==> src/slfr_pkg.sv <==
// Package for the stuffed-length frame receiver: sizes, codes and shared types.
// Depends on nothing; every other file of the block imports it.
package slfr_pkg;

	localparam int FRAME_BUFFER_DEPTH = 256;
	localparam int STORE_AW = $clog2(FRAME_BUFFER_DEPTH);
	localparam int LEN_W = 9;
	localparam int PADDR_W = 4;
	localparam int PDATA_W = 32;

	localparam logic [1:0] REG_START_BYTE = 2'd0;
	localparam logic [1:0] REG_EXT_MARKER = 2'd1;
	localparam logic [1:0] REG_TWO_BYTE_EN = 2'd2;

	localparam logic [7:0] START_BYTE_RST = 8'd26;
	localparam logic [7:0] EXT_MARKER_RST = 8'd255;

	typedef enum logic [1:0] {
		ACT_RECV    = 2'd0,
		ACT_READ    = 2'd1,
		ACT_RELEASE = 2'd2,
		ACT_NOP     = 2'd3
	} action_t;

	typedef enum logic [2:0] {
		PH_LEN0   = 3'd0,
		PH_LEN_LO = 3'd1,
		PH_LEN_HI = 3'd2,
		PH_DATA   = 3'd3,
		PH_ERR    = 3'd4,
		PH_DONE   = 3'd5
	} phase_t;

	typedef struct packed {
		logic [7:0] start_byte;
		logic [7:0] ext_marker;
		logic       two_byte_en;
	} cfg_t;

	typedef struct packed {
		logic                en;
		logic [STORE_AW-1:0] addr;
		logic [7:0]          data;
	} wr_req_t;

	typedef struct packed {
		logic             frame_ready;
		logic [LEN_W-1:0] frame_length;
		phase_t           phase;
		logic             dropped;
	} result_t;

endpackage

==> src/slfr_cfg.sv <==
// Configuration register bank behind an APB-style port.
// Depends on slfr_pkg for register indexes, reset values and the cfg_t type.
module slfr_cfg
	import slfr_pkg::*;
(
	input  logic               clk,
	input  logic               arst_n,
	input  logic               psel,
	input  logic               penable,
	input  logic               pwrite,
	input  logic [PADDR_W-1:0] paddr,
	input  logic [PDATA_W-1:0] pwdata,
	output logic [PDATA_W-1:0] prdata,
	output logic               pready,
	output cfg_t               cfg
);

	cfg_t       cfg_q;
	logic       wr_en;
	logic [1:0] reg_idx;

	assign pready  = 1'b1;
	assign reg_idx = paddr[3:2];
	assign wr_en   = psel && penable && pwrite;
	assign cfg     = cfg_q;

	always_ff @(posedge clk or negedge arst_n) begin
		if (!arst_n) begin
			cfg_q.start_byte  <= START_BYTE_RST;
			cfg_q.ext_marker  <= EXT_MARKER_RST;
			cfg_q.two_byte_en <= 1'b0;
		end else if (wr_en) begin
			unique case (reg_idx)
				REG_START_BYTE:  cfg_q.start_byte  <= pwdata[7:0];
				REG_EXT_MARKER:  cfg_q.ext_marker  <= pwdata[7:0];
				REG_TWO_BYTE_EN: cfg_q.two_byte_en <= pwdata[0];
				default: ;
			endcase
		end
	end

	always_comb begin
		prdata = '0;
		unique case (reg_idx)
			REG_START_BYTE:  prdata = PDATA_W'(cfg_q.start_byte);
			REG_EXT_MARKER:  prdata = PDATA_W'(cfg_q.ext_marker);
			REG_TWO_BYTE_EN: prdata = PDATA_W'(cfg_q.two_byte_en);
			default:         prdata = '0;
		endcase
	end

endmodule

==> src/slfr_ctrl.sv <==
// Receive control: byte unstuffing, length decoding, frame hold and release.
// Depends on slfr_pkg; drives the frame store write port and the per-item result.
module slfr_ctrl
	import slfr_pkg::*;
(
	input  logic       clk,
	input  logic       arst_n,
	input  cfg_t       cfg,
	input  logic       accept,
	input  action_t    action,
	input  logic [7:0] rx_byte,
	output wr_req_t    wr_req,
	output result_t    result
);

	phase_t           phase_q, phase_d, ph_eff;
	logic             start_seen_q, start_seen_d;
	logic [LEN_W-1:0] exp_len_q, exp_len_d;
	logic [LEN_W-1:0] wr_pos_q, wr_pos_d, wr_pos_eff, wr_pos_inc;
	logic [LEN_W-1:0] held_q, held_d;
	logic             do_take, opens, dropped;
	logic [LEN_W-1:0] short_len;
	logic [15:0]      long_len;

	always_ff @(posedge clk or negedge arst_n) begin
		if (!arst_n) begin
			phase_q      <= PH_LEN0;
			start_seen_q <= 1'b0;
			exp_len_q    <= '0;
			wr_pos_q     <= '0;
			held_q       <= '0;
		end else begin
			phase_q      <= phase_d;
			start_seen_q <= start_seen_d;
			exp_len_q    <= exp_len_d;
			wr_pos_q     <= wr_pos_d;
			held_q       <= held_d;
		end
	end

	// A one-byte length skips the start value itself.
	assign short_len  = (rx_byte > cfg.start_byte) ? LEN_W'(rx_byte - 8'd1) : LEN_W'(rx_byte);
	assign long_len   = {rx_byte, exp_len_q[7:0]};
	assign wr_pos_inc = wr_pos_eff + LEN_W'(1);

	always_comb begin
		do_take      = 1'b0;
		opens        = 1'b0;
		dropped      = 1'b0;
		start_seen_d = start_seen_q;
		held_d       = held_q;
		if (accept) begin
			unique case (action)
				ACT_RECV: begin
					if (held_q != '0) begin
						dropped = 1'b1;
					end else if (start_seen_q) begin
						do_take      = 1'b1;
						opens        = (rx_byte != cfg.start_byte);
						start_seen_d = 1'b0;
					end else if (rx_byte == cfg.start_byte) begin
						start_seen_d = 1'b1;
					end else begin
						do_take = 1'b1;
					end
				end
				ACT_RELEASE: held_d = '0;
				ACT_READ, ACT_NOP: ;
				default: ;
			endcase
		end

		ph_eff     = opens ? PH_LEN0 : phase_q;
		wr_pos_eff = opens ? '0 : wr_pos_q;
		phase_d    = phase_q;
		exp_len_d  = exp_len_q;
		wr_pos_d   = wr_pos_q;
		wr_req     = '0;
		if (do_take) begin
			phase_d  = ph_eff;
			wr_pos_d = wr_pos_eff;
			unique case (ph_eff)
				PH_LEN0: begin
					if (cfg.two_byte_en && rx_byte == cfg.ext_marker) begin
						phase_d = PH_LEN_LO;
					end else begin
						exp_len_d = short_len;
						wr_pos_d  = '0;
						phase_d   = (short_len == '0) ? PH_ERR : PH_DATA;
					end
				end
				PH_LEN_LO: begin
					exp_len_d = LEN_W'(rx_byte);
					phase_d   = PH_LEN_HI;
				end
				PH_LEN_HI: begin
					// Only lengths up to the store depth survive the check.
					exp_len_d = LEN_W'(long_len);
					wr_pos_d  = '0;
					phase_d   = (long_len == 16'd0 || 32'(long_len) > FRAME_BUFFER_DEPTH)
						? PH_ERR : PH_DATA;
				end
				PH_DATA: begin
					wr_req.en   = (32'(wr_pos_eff) < FRAME_BUFFER_DEPTH);
					wr_req.addr = STORE_AW'(wr_pos_eff);
					wr_req.data = rx_byte;
					wr_pos_d    = wr_pos_inc;
					if (wr_pos_inc == exp_len_q) begin
						held_d  = wr_pos_inc;
						phase_d = PH_DONE;
					end
				end
				default: ;
			endcase
		end

		result.frame_ready  = (held_d != '0);
		result.frame_length = held_d;
		result.phase        = phase_d;
		result.dropped      = dropped;
	end

endmodule

==> src/slfr_store.sv <==
// Frame payload store: one write port, one registered read port.
// Depends on slfr_pkg for the store depth and the write request type.
module slfr_store
	import slfr_pkg::*;
(
	input  logic                clk,
	input  wr_req_t             wr_req,
	input  logic                rd_en,
	input  logic [STORE_AW-1:0] rd_addr,
	output logic [7:0]          rd_data
);

	logic [7:0] mem [FRAME_BUFFER_DEPTH];
	logic [7:0] rd_data_q;

	always_ff @(posedge clk) begin
		if (wr_req.en) begin
			mem[wr_req.addr] <= wr_req.data;
		end
	end

	// The read register holds its value until the next read.
	always_ff @(posedge clk) begin
		if (rd_en) begin
			rd_data_q <= mem[rd_addr];
		end
	end

	assign rd_data = rd_data_q;

endmodule

==> src/stuffed_length_frame_receiver_core.sv <==
// Top level of the stuffed-length frame receiver.
// Depends on slfr_pkg, slfr_cfg, slfr_ctrl and slfr_store.
//
// Usage: every input transfer carries an action: receive one line byte, read one
// stored payload byte by index, or release the held frame. Every input transfer
// yields exactly one output transfer carrying frame_ready, frame_length, read_data,
// receive_phase and byte_dropped, in input order.
// Both channels use valid and stall; a transfer happens at a clock edge where
// valid is high and stall is low. Configuration is written through the APB-style
// port (start byte at 0x0, extended length marker at 0x4, two-byte length enable
// at 0x8) while the block is idle; pready is always high.
// A result passes through the read stage and then the output register. One item is
// accepted per cycle while in_stall is low; the store is read at the accepting
// edge, and its registered read data joins the result in the output register.
// The result path has two registers (a read stage and an output register), so one
// new item is still taken while a result waits; once both hold items and the
// receiver stalls, in_stall rises until the output register drains. Reset clears
// the control state and restores the register defaults; the payload store is not
// cleared; the user must read a stored byte only after it is written (unchecked).
module stuffed_length_frame_receiver_core
	import slfr_pkg::*;
(
	input  logic               clk,
	input  logic               arst_n,
	input  logic               psel,
	input  logic               penable,
	input  logic               pwrite,
	input  logic [PADDR_W-1:0] paddr,
	input  logic [PDATA_W-1:0] pwdata,
	output logic [PDATA_W-1:0] prdata,
	output logic               pready,
	input  logic               in_valid,
	output logic               in_stall,
	input  logic [1:0]         action,
	input  logic [7:0]         rx_byte,
	input  logic [7:0]         read_index,
	output logic               out_valid,
	input  logic               out_stall,
	output logic               frame_ready,
	output logic [8:0]         frame_length,
	output logic [7:0]         read_data,
	output logic [2:0]         receive_phase,
	output logic               byte_dropped
);

	cfg_t       cfg;
	wr_req_t    wr_req;
	result_t    result;
	action_t    act;
	logic       accept;
	logic       is_read;
	logic [7:0] store_rd_data;

	// Read stage: control results plus a flag telling whether store data applies.
	logic       valid_s1;
	result_t    result_s1;
	logic       use_rd_s1;
	logic       s1_advance;

	// Output register.
	logic       out_valid_q;
	result_t    result_q;
	logic [7:0] read_data_q;

	assign act        = action_t'(action);
	assign s1_advance = !out_valid_q || !out_stall;
	assign in_stall   = valid_s1 && !s1_advance;
	assign accept     = in_valid && !in_stall;
	assign is_read    = (act == ACT_READ);

	slfr_cfg u_cfg (
		.clk     (clk),
		.arst_n  (arst_n),
		.psel    (psel),
		.penable (penable),
		.pwrite  (pwrite),
		.paddr   (paddr),
		.pwdata  (pwdata),
		.prdata  (prdata),
		.pready  (pready),
		.cfg     (cfg)
	);

	slfr_ctrl u_ctrl (
		.clk     (clk),
		.arst_n  (arst_n),
		.cfg     (cfg),
		.accept  (accept),
		.action  (act),
		.rx_byte (rx_byte),
		.wr_req  (wr_req),
		.result  (result)
	);

	slfr_store u_store (
		.clk     (clk),
		.wr_req  (wr_req),
		.rd_en   (accept && is_read),
		.rd_addr (STORE_AW'(read_index)),
		.rd_data (store_rd_data)
	);

	always_ff @(posedge clk or negedge arst_n) begin
		if (!arst_n) begin
			valid_s1 <= 1'b0;
		end else if (accept) begin
			valid_s1 <= 1'b1;
		end else if (s1_advance) begin
			valid_s1 <= 1'b0;
		end
	end

	always_ff @(posedge clk) begin
		if (accept) begin
			result_s1 <= result;
			use_rd_s1 <= is_read && (32'(read_index) < FRAME_BUFFER_DEPTH);
		end
	end

	always_ff @(posedge clk or negedge arst_n) begin
		if (!arst_n) begin
			out_valid_q <= 1'b0;
		end else if (s1_advance) begin
			out_valid_q <= valid_s1;
		end
	end

	always_ff @(posedge clk) begin
		if (s1_advance && valid_s1) begin
			result_q    <= result_s1;
			read_data_q <= use_rd_s1 ? store_rd_data : 8'd0;
		end
	end

	assign out_valid     = out_valid_q;
	assign frame_ready   = result_q.frame_ready;
	assign frame_length  = result_q.frame_length;
	assign read_data     = read_data_q;
	assign receive_phase = result_q.phase;
	assign byte_dropped  = result_q.dropped;

endmodule

==> config.mk <==
export PLATFORM = sky130hd
export DESIGN_NAME = stuffed_length_frame_receiver_core
export DESIGN_NICKNAME = d
export VERILOG_FILES = /design/src/slfr_pkg.sv /design/src/slfr_cfg.sv /design/src/slfr_ctrl.sv /design/src/slfr_store.sv /design/src/stuffed_length_frame_receiver_core.sv
export SDC_FILE = /design/constraint.sdc
export NUM_CORES = 2
export LEC_CHECK = 0
export ABC_CLOCK_PERIOD_IN_PS = 9150
export BUFFER_PORTS_ARGS = -buffer_cell sky130_fd_sc_hd__buf_4
export CORE_MARGIN = 2
export CORE_UTILIZATION = 50
export CTS_CLUSTER_DIAMETER = 40
export DETAILED_ROUTE_END_ITERATION = 7
export GPL_TIMING_DRIVEN = 0
export HOLD_SLACK_MARGIN = 0.08
export PLACE_DENSITY = 0.68
export SYNTH_ARGS = -nofsm -noshare
export SYNTH_HDL_FRONTEND = slang
export SYNTH_SLANG_ARGS = --single-unit
==> constraint.sdc <==
create_clock -name clk -period 9.15 [get_ports clk]
set_clock_uncertainty 0.05 [all_clocks]
set_input_delay 0.4575 -clock clk [delete_from_list [all_inputs] [get_ports clk]]
set_output_delay 0.4575 -clock clk [all_outputs]
set_load 0.02 [all_outputs]
* After elaboration in Yosys (flattened, before gate mapping)
Memories as Yosys holds them, arrays and structs flattened. A register that Yosys moved wholly into a read port is not among the register bits.
Index checks and enable logic that the tools add are counted.
** Word-level totals
- Output and inout bits :: 57
- Flip-flop bits (word level) :: 87
- Word-level logic and storage cells :: 107
- Memory bits (writable) :: 2048
- Memories kept :: 1
- Bits of input ports :: 61
** Memories
- u_store.mem :: depth 256, bits a word 8, read ports 1, clocked after Yosys merged registers in 1, write ports 1, RTL line slfr_store.sv:13 : logic [7:0] mem [FRAME_BUFFER_DEPTH];
** Cells by class
- $lt $le $gt $ge :: 3
- Bitwise logic cells :: 2
- Add/sub/neg operators :: 2
- Equal/unequal tests :: 12
- Multiplexer cells :: 37
- Reductions and logical operators :: 29
** Operators by type and width (count)
- 9-bit two-way mux :: 9
- 9-bit case mux with 3 select lines :: 2
- 17-bit two-way mux :: 2
- 8-bit case mux with 3 select lines :: 1
- 3-bit two-way mux :: 6
- 9-bit nonzero test :: 2
- 8-bit equality test :: 2
- 16-bit by 9-bit > comparator with 1-bit output, second input constant :: 1
- 16-bit logical NOT :: 1
- 1-bit two-way mux :: 16
- 3-bit case mux with 4 select lines :: 1
- 9-bit by 1-bit adder with 9-bit output, second input constant :: 1
- 9-bit equality test :: 1
- 9-bit logical NOT :: 1
- 9-bit less-than comparator, second input constant :: 1
- 8-bit by 1-bit subtractor with 9-bit output, second input constant :: 1
- 8-bit > comparator :: 1
- 8-bit != test :: 1
- 1-bit logical AND :: 7
- 3-bit by 2-bit equality test with 1-bit output, second input constant :: 2
- 2-bit AND reduction :: 3
- 3-bit AND reduction :: 2
- 2-bit by 1-bit equality test with 1-bit output, second input constant :: 2
- 2-bit equality test, second input constant :: 2
- 10 further kinds :: 17

* Logic depth before layout (Yosys ltp)
- Word-level depth :: 14
- Depth in mapped cells :: 19
- Gate-level depth less buffers :: 15

* Hierarchy
From an unflattened synthesis, not the netlist that was laid out.
** Unflattened totals
- Cells, all modules :: 4203
- Area, all modules :: 84643.7 um2
** Modules (own cells, without submodules)
- slfr_store :: cells an instance 3733, area an instance 79636.4 um2, instances 1, seq. area each 61739.2 um2
- slfr_ctrl :: cells an instance 330, area an instance 2706.3 um2, instances 1, seq. area each 775.7 um2
- stuffed_length_frame_receiver_core :: cells an instance 55, area an instance 1268.7 um2, instances 1, seq. area each 1161.1 um2
- slfr_cfg :: cells an instance 85, area an instance 1032.2 um2, instances 1, seq. area each 439.2 um2

* Least setup slack after synthesis
OpenSTA, ideal clock, no wires.
- Kind :: in2reg
- From :: input port rx_byte[0]
- To :: memory u_store.mem[0][0] (data pin)
- Data required time :: 7.707 ns
- Setup slack :: -0.406 ns
- Buffers on the path :: 3
- Setup time :: 1.393 ns
- Cell stages on the path :: 10
- Data arrival time :: 8.113 ns
- Cell sequence :: clkbuf_1 -> inv_1 -> ha_1 -> and4_1 -> a21oi_1 -> nor2_1 -> nand4_4 -> buf_2 -> clkbuf_1 -> nor2_1
** RTL lines
- start: declaration :: RTL line stuffed_length_frame_receiver_core.sv:35 : input logic [7:0] rx_byte,
- end: declaration :: RTL line slfr_store.sv:13

* Worst setup path in the final report
- From :: register u_cfg.cfg_q, in the netlist u_cfg.cfg[10]
- To :: memory u_store.mem[82][7] (enable)
** Between the ends
- Word-level cells in the longest chain between the ends :: 11
- Elaborated cells on any way between the ends :: 19
- Classes of those cells :: 1 x order compare; 3 x eq/ne; 15 x mux
** Ends and longest elaborated chain
- start: declaration :: RTL line slfr_cfg.sv:18 : cfg_t cfg_q;
- 8-bit != test :: RTL line slfr_ctrl.sv:59 : opens = (rx_byte != cfg.start_byte);
- 1-bit two-way mux :: RTL line slfr_ctrl.sv:57 : end else if (start_seen_q) begin
- 1-bit two-way mux :: RTL line slfr_ctrl.sv:55 : if (held_q != '0) begin
- 1-bit two-way mux :: RTL line slfr_ctrl.sv:53 : unique case (action)
- 1-bit two-way mux :: RTL line slfr_ctrl.sv:52 : if (accept) begin
- 9-bit two-way mux / 3-bit two-way mux (equally long branches) :: RTL line slfr_ctrl.sv:74, slfr_ctrl.sv:73
- 9-bit less-than comparator / 3-bit by 2-bit equality test with 1-bit output (equally long branches) :: RTL line slfr_ctrl.sv:104, slfr_ctrl.sv:82
- 17-bit two-way mux :: RTL line slfr_ctrl.sv:82 : unique case (ph_eff)
- 17-bit two-way mux * :: RTL line slfr_ctrl.sv:79 : if (do_take) begin
- 1-bit two-way mux :: RTL line slfr_store.sv:17 : if (wr_req.en) begin
- 1-bit two-way mux (not written as such) :: RTL line slfr_store.sv:18 : mem[wr_req.addr] <= wr_req.data;
Mark *: on every way between the ends. The rest lies on a longest branch, timed or not.

==> run_results.csv <==
group,metric,value,unit
cts,clock_path_buffers,3,
timing,fin_tns_setup,0,ns
detailed_routing,drtIter0Drc,5768,
detailed_routing,vias,41770,
detailed_routing,drc,0,
detailed_routing,ant_nets,0,
timing,fmax,186.5,MHz
timing,relSlewSlack,5.077,%
logic_synthesis,syn_inst,3840,
power,swShare,22.09,%
power,vdd.ir_drop.worst,0.0002151,V
power,power_switching,4.797,mW
logic_synthesis,yosys-top-cells-count,"edfxtp_1 (2093), mux4_2 (640), nor2_1 (300)",
hold_path,hold_class,"input pin to async pin",
cts,clkSinkCount,2143,
detailed_routing,wl_per_cell,32.16,µm
logic_synthesis,syn-cell-area,84180,µm²
placement,numPortBuffers,62,
floorplanning,die_h,414.3,µm
power,p_clk_share,44.4,%
floorplanning,die-area,171700,µm²
floorplanning,core,167200,µm²
cells_and_area,multi_input_area,18990,µm²
cells_and_area,ff_latch_area,64120,µm²
detailed_routing,vias_per_cell,6.289,
cells_and_area,final_cells,6642,
status,status,"complete, no violations",
cts,clk_transition_reported_paths,0.06,ns
power,internal_power,16.91,mW
logic_synthesis,async_reset_ff_share,2.333,%
run,cap_violations,0,
floorplanning,io_pins,118,
logic_synthesis,ys.flop_type,"edfxtp_1",
logic_synthesis,ys_warn_count,0,
cts,htreeDepth,4,
timing,hold_violations,0,
cts,clkLatencyLatePin,0.86,ns
worst_setup_path,cp.arrival,5.78,ns
logic_synthesis,yosys.area.top_type,"edfxtp_1",
logic_synthesis,synth_top_area_share,74.66,%
cts,cts_resized,0,
global_routing,grtUsageTotal,24.88,%
power,p_comb_share,5.6,%
timing,setup_viol,0,
power,finalPower,21.71,mW
timing,rsz0062_at_grt,"false",
logic_synthesis,ys_seq_area_share,76.17,%
placement,detailed_place_hpwl,143.7,mm
cts,cts_tree,"yes",
worst_setup_path,endpoint_kind,"flip-flop",
logic_synthesis,synth_most_common_cell,"edfxtp_1",
floorplanning,start_util,50.34,%
placement,routabilityCongestion,0.9317,
logic_synthesis,ys_seq_elements,2143,
cells_and_area,drive_gt1_share,28.80,%
worst_setup_path,crit_type,"flip-flop to flip-flop",
timing,worst_slew_pin_slew,1.424,ns
logic_synthesis,synthTopCellsByArea,"edfxtp_1 (75%), mux4_2 (17%), nor2_1 (1.3%), dfrtp_1 (1.2%), clkbuf_1 (0.63%)",
logic_synthesis,synth_cell_type_count,76,
cells_and_area,fillCellCount,11870,
cells_and_area,area_growth_syn_to_layout,14.88,%
logic_synthesis,syn-mean-instance-area,21.92,µm²
placement,place_ws,3.385,ns
worst_setup_path,required,9.57,ns
cts,cts_setup_buffers,0,
timing,layout_min_cycle_time,5.363,ns
detailed_routing,wirelength,213.6,mm
global_routing,grt_pass1_wl,302.8,mm
detailed_routing,drt-pass1-iter-count,6,
worst_setup_path,crit_path_start_kind,"flip-flop",
logic_synthesis,synth_edf_count,2093,
power,leakage,27.63,nW
cells_and_area,final_core_util,57.83,%
global_routing,grt_max_degree,89,
placement,place_inst,6168,
timing,layout_setup_ws,3.787,ns
timing,final_max_slew_viol_count,0,
cts,clockRootBuffer,"clkbuf_16",
cts,cts_buffers,234,
power,seqPwrFrac,50.0,%
global_routing,antenna_found_initial,7,
global_routing,grt_pass1_vias,41510,
worst_setup_path,critPathMaxFanout,10,
floorplanning,num_rows,150,
floorplanning,die_width,414.3,µm
timing,post-route-period-util,58.62,%
power,powerDensity,224.5,nW/µm²
global_routing,gr-total-overflow,0,
cells_and_area,layout.nets,4299,
cts,holdBufCountCts,27,
[state kept, by name (all words and copies together), names as in the netlist, 3 cells and up]
register and count:
read_data 8, u_ctrl.held_q 9, u_store.mem 2048, u_ctrl.wr_pos_q 9
result_s1 14, u_store.rd_data 8, u_ctrl.phase_q 3, frame_length 9
receive_phase 3, u_ctrl.exp_len_q 9, u_cfg.cfg 17
[through the flow]
| stage | cell area (µm²) | hold slack [ns] |
|---|---|---|
| after floorplan | 84260 | 0.1119 |
| after global placement | 87490 | 0.3522 |
| after detailed placement | 88420 | 0.3554 |
| after CTS | 96690 | 0.1203 |
| after global routing | 96700 | 0.1871 |
| final | 96700 | 0.1506 |
[cells in the final DEF (no fill, tap or decap), drive strengths merged, types with 4 or more instances in the layout]
cell,instances
xnor2,15
a22oi,56
buf,205
dfstp,11
nor3,14
xor2,5
nor2,302
dlygate4sd3,27
a211oi,5
a21oi,17
nand3,43
a31oi,6
edfxtp,2093
inv,60
clkinvlp,17
bufinv,30
and4,6
a22o,28
nor2b,12
ha,11
and2,18
o31ai,5
clkinv,87
nor3b,6
o21ai,46
mux4,640
mux2,14
clkbuf,416
or3,5
nand4,14
nand2,92
diode,4
mux2i,8
conb,25
nor4,7
dfrtp,39
[logic make-up after synthesis]
group,synth area share [%]
simple gates,2.934
fa+ha+maj,0.1635
other cells,0.008922
mux,17.41
xor+xnor,0.2616
buf+inv,1.427
flops,76.17
compound gates,1.632
[critical path: stages (launching register included)]
cell and delay [ns]:
dfstp_2 0.53, inv_1 0.06, ha_1 0.31, and4_1 0.25, a2111oi_2 0.62, nand2_1 0.20, a21oi_2 0.41, buf_4 0.25
nand3_1 0.61, clkbuf_2 0.78, nor2_1 0.89
[area by class of cell]
class | count | area share, %
sequential | 2143 | 66.30
clock buffer | 274 | 6.274
inverter | 25 | 0.09704
buffer | 246 | 1.166
multi-input combinational | 1449 | 19.64
timing repair buffer | 128 | 1.659
tap | 2204 | 2.852
antenna | 4 | 0.01035
clock inverter | 169 | 2.002
[metal layers]
| metal | vias to the layer above | GRT usage [%] | wire length (µm) | part of all wire, % |
|---|---|---|---|---|
| met4 | 8 | 8.965 | 7808 | 3.7 |
| li1 | 16900 | - | - | - |
| met3 | 409 | 6.103 | 21250 | 9.9 |
| met5 | - | 0 | 49 | 0.023 |
| met1 | 22220 | 34.07 | 81280 | 38 |
| met2 | 2237 | 39.29 | 103200 | 48 |
[final timing paths]
| kind | from | to | slack [ns] | depth (start not counted) |
|---|---|---|---|---|
| max | u_cfg.cfg[10] | u_store.mem[82][7] | 3.79 | 10 |
| min | arst_n | u_cfg.cfg[0] | 0.15 | 2 |
| max reg2reg | u_cfg.cfg[10] | u_store.mem[82][7] | 3.79 | 10 |
| min reg2reg | result_s1[1] | receive_phase[0] | 0.36 | 0 |
| max in group asynchronous | arst_n | u_ctrl.exp_len_q[8] | 8.43 | 2 |
| min in group clk | psel | u_cfg.cfg[9] | 0.21 | 4 |
[power groups by stage]
stage | Sequential [mW] | Clock, mW | Combinational (mW)
floorplan | 11.1 | 0 | 0.751
detailed placement | 11.1 | 0 | 1.19
finish | 10.9 | 9.65 | 1.21
CTS | 10.9 | 9.71 | 1.20
global placement | 11.1 | 0 | 1.14
global route | 10.9 | 10.1 | 1.28
No activity file was read; power rests on OpenSTA's default activity.
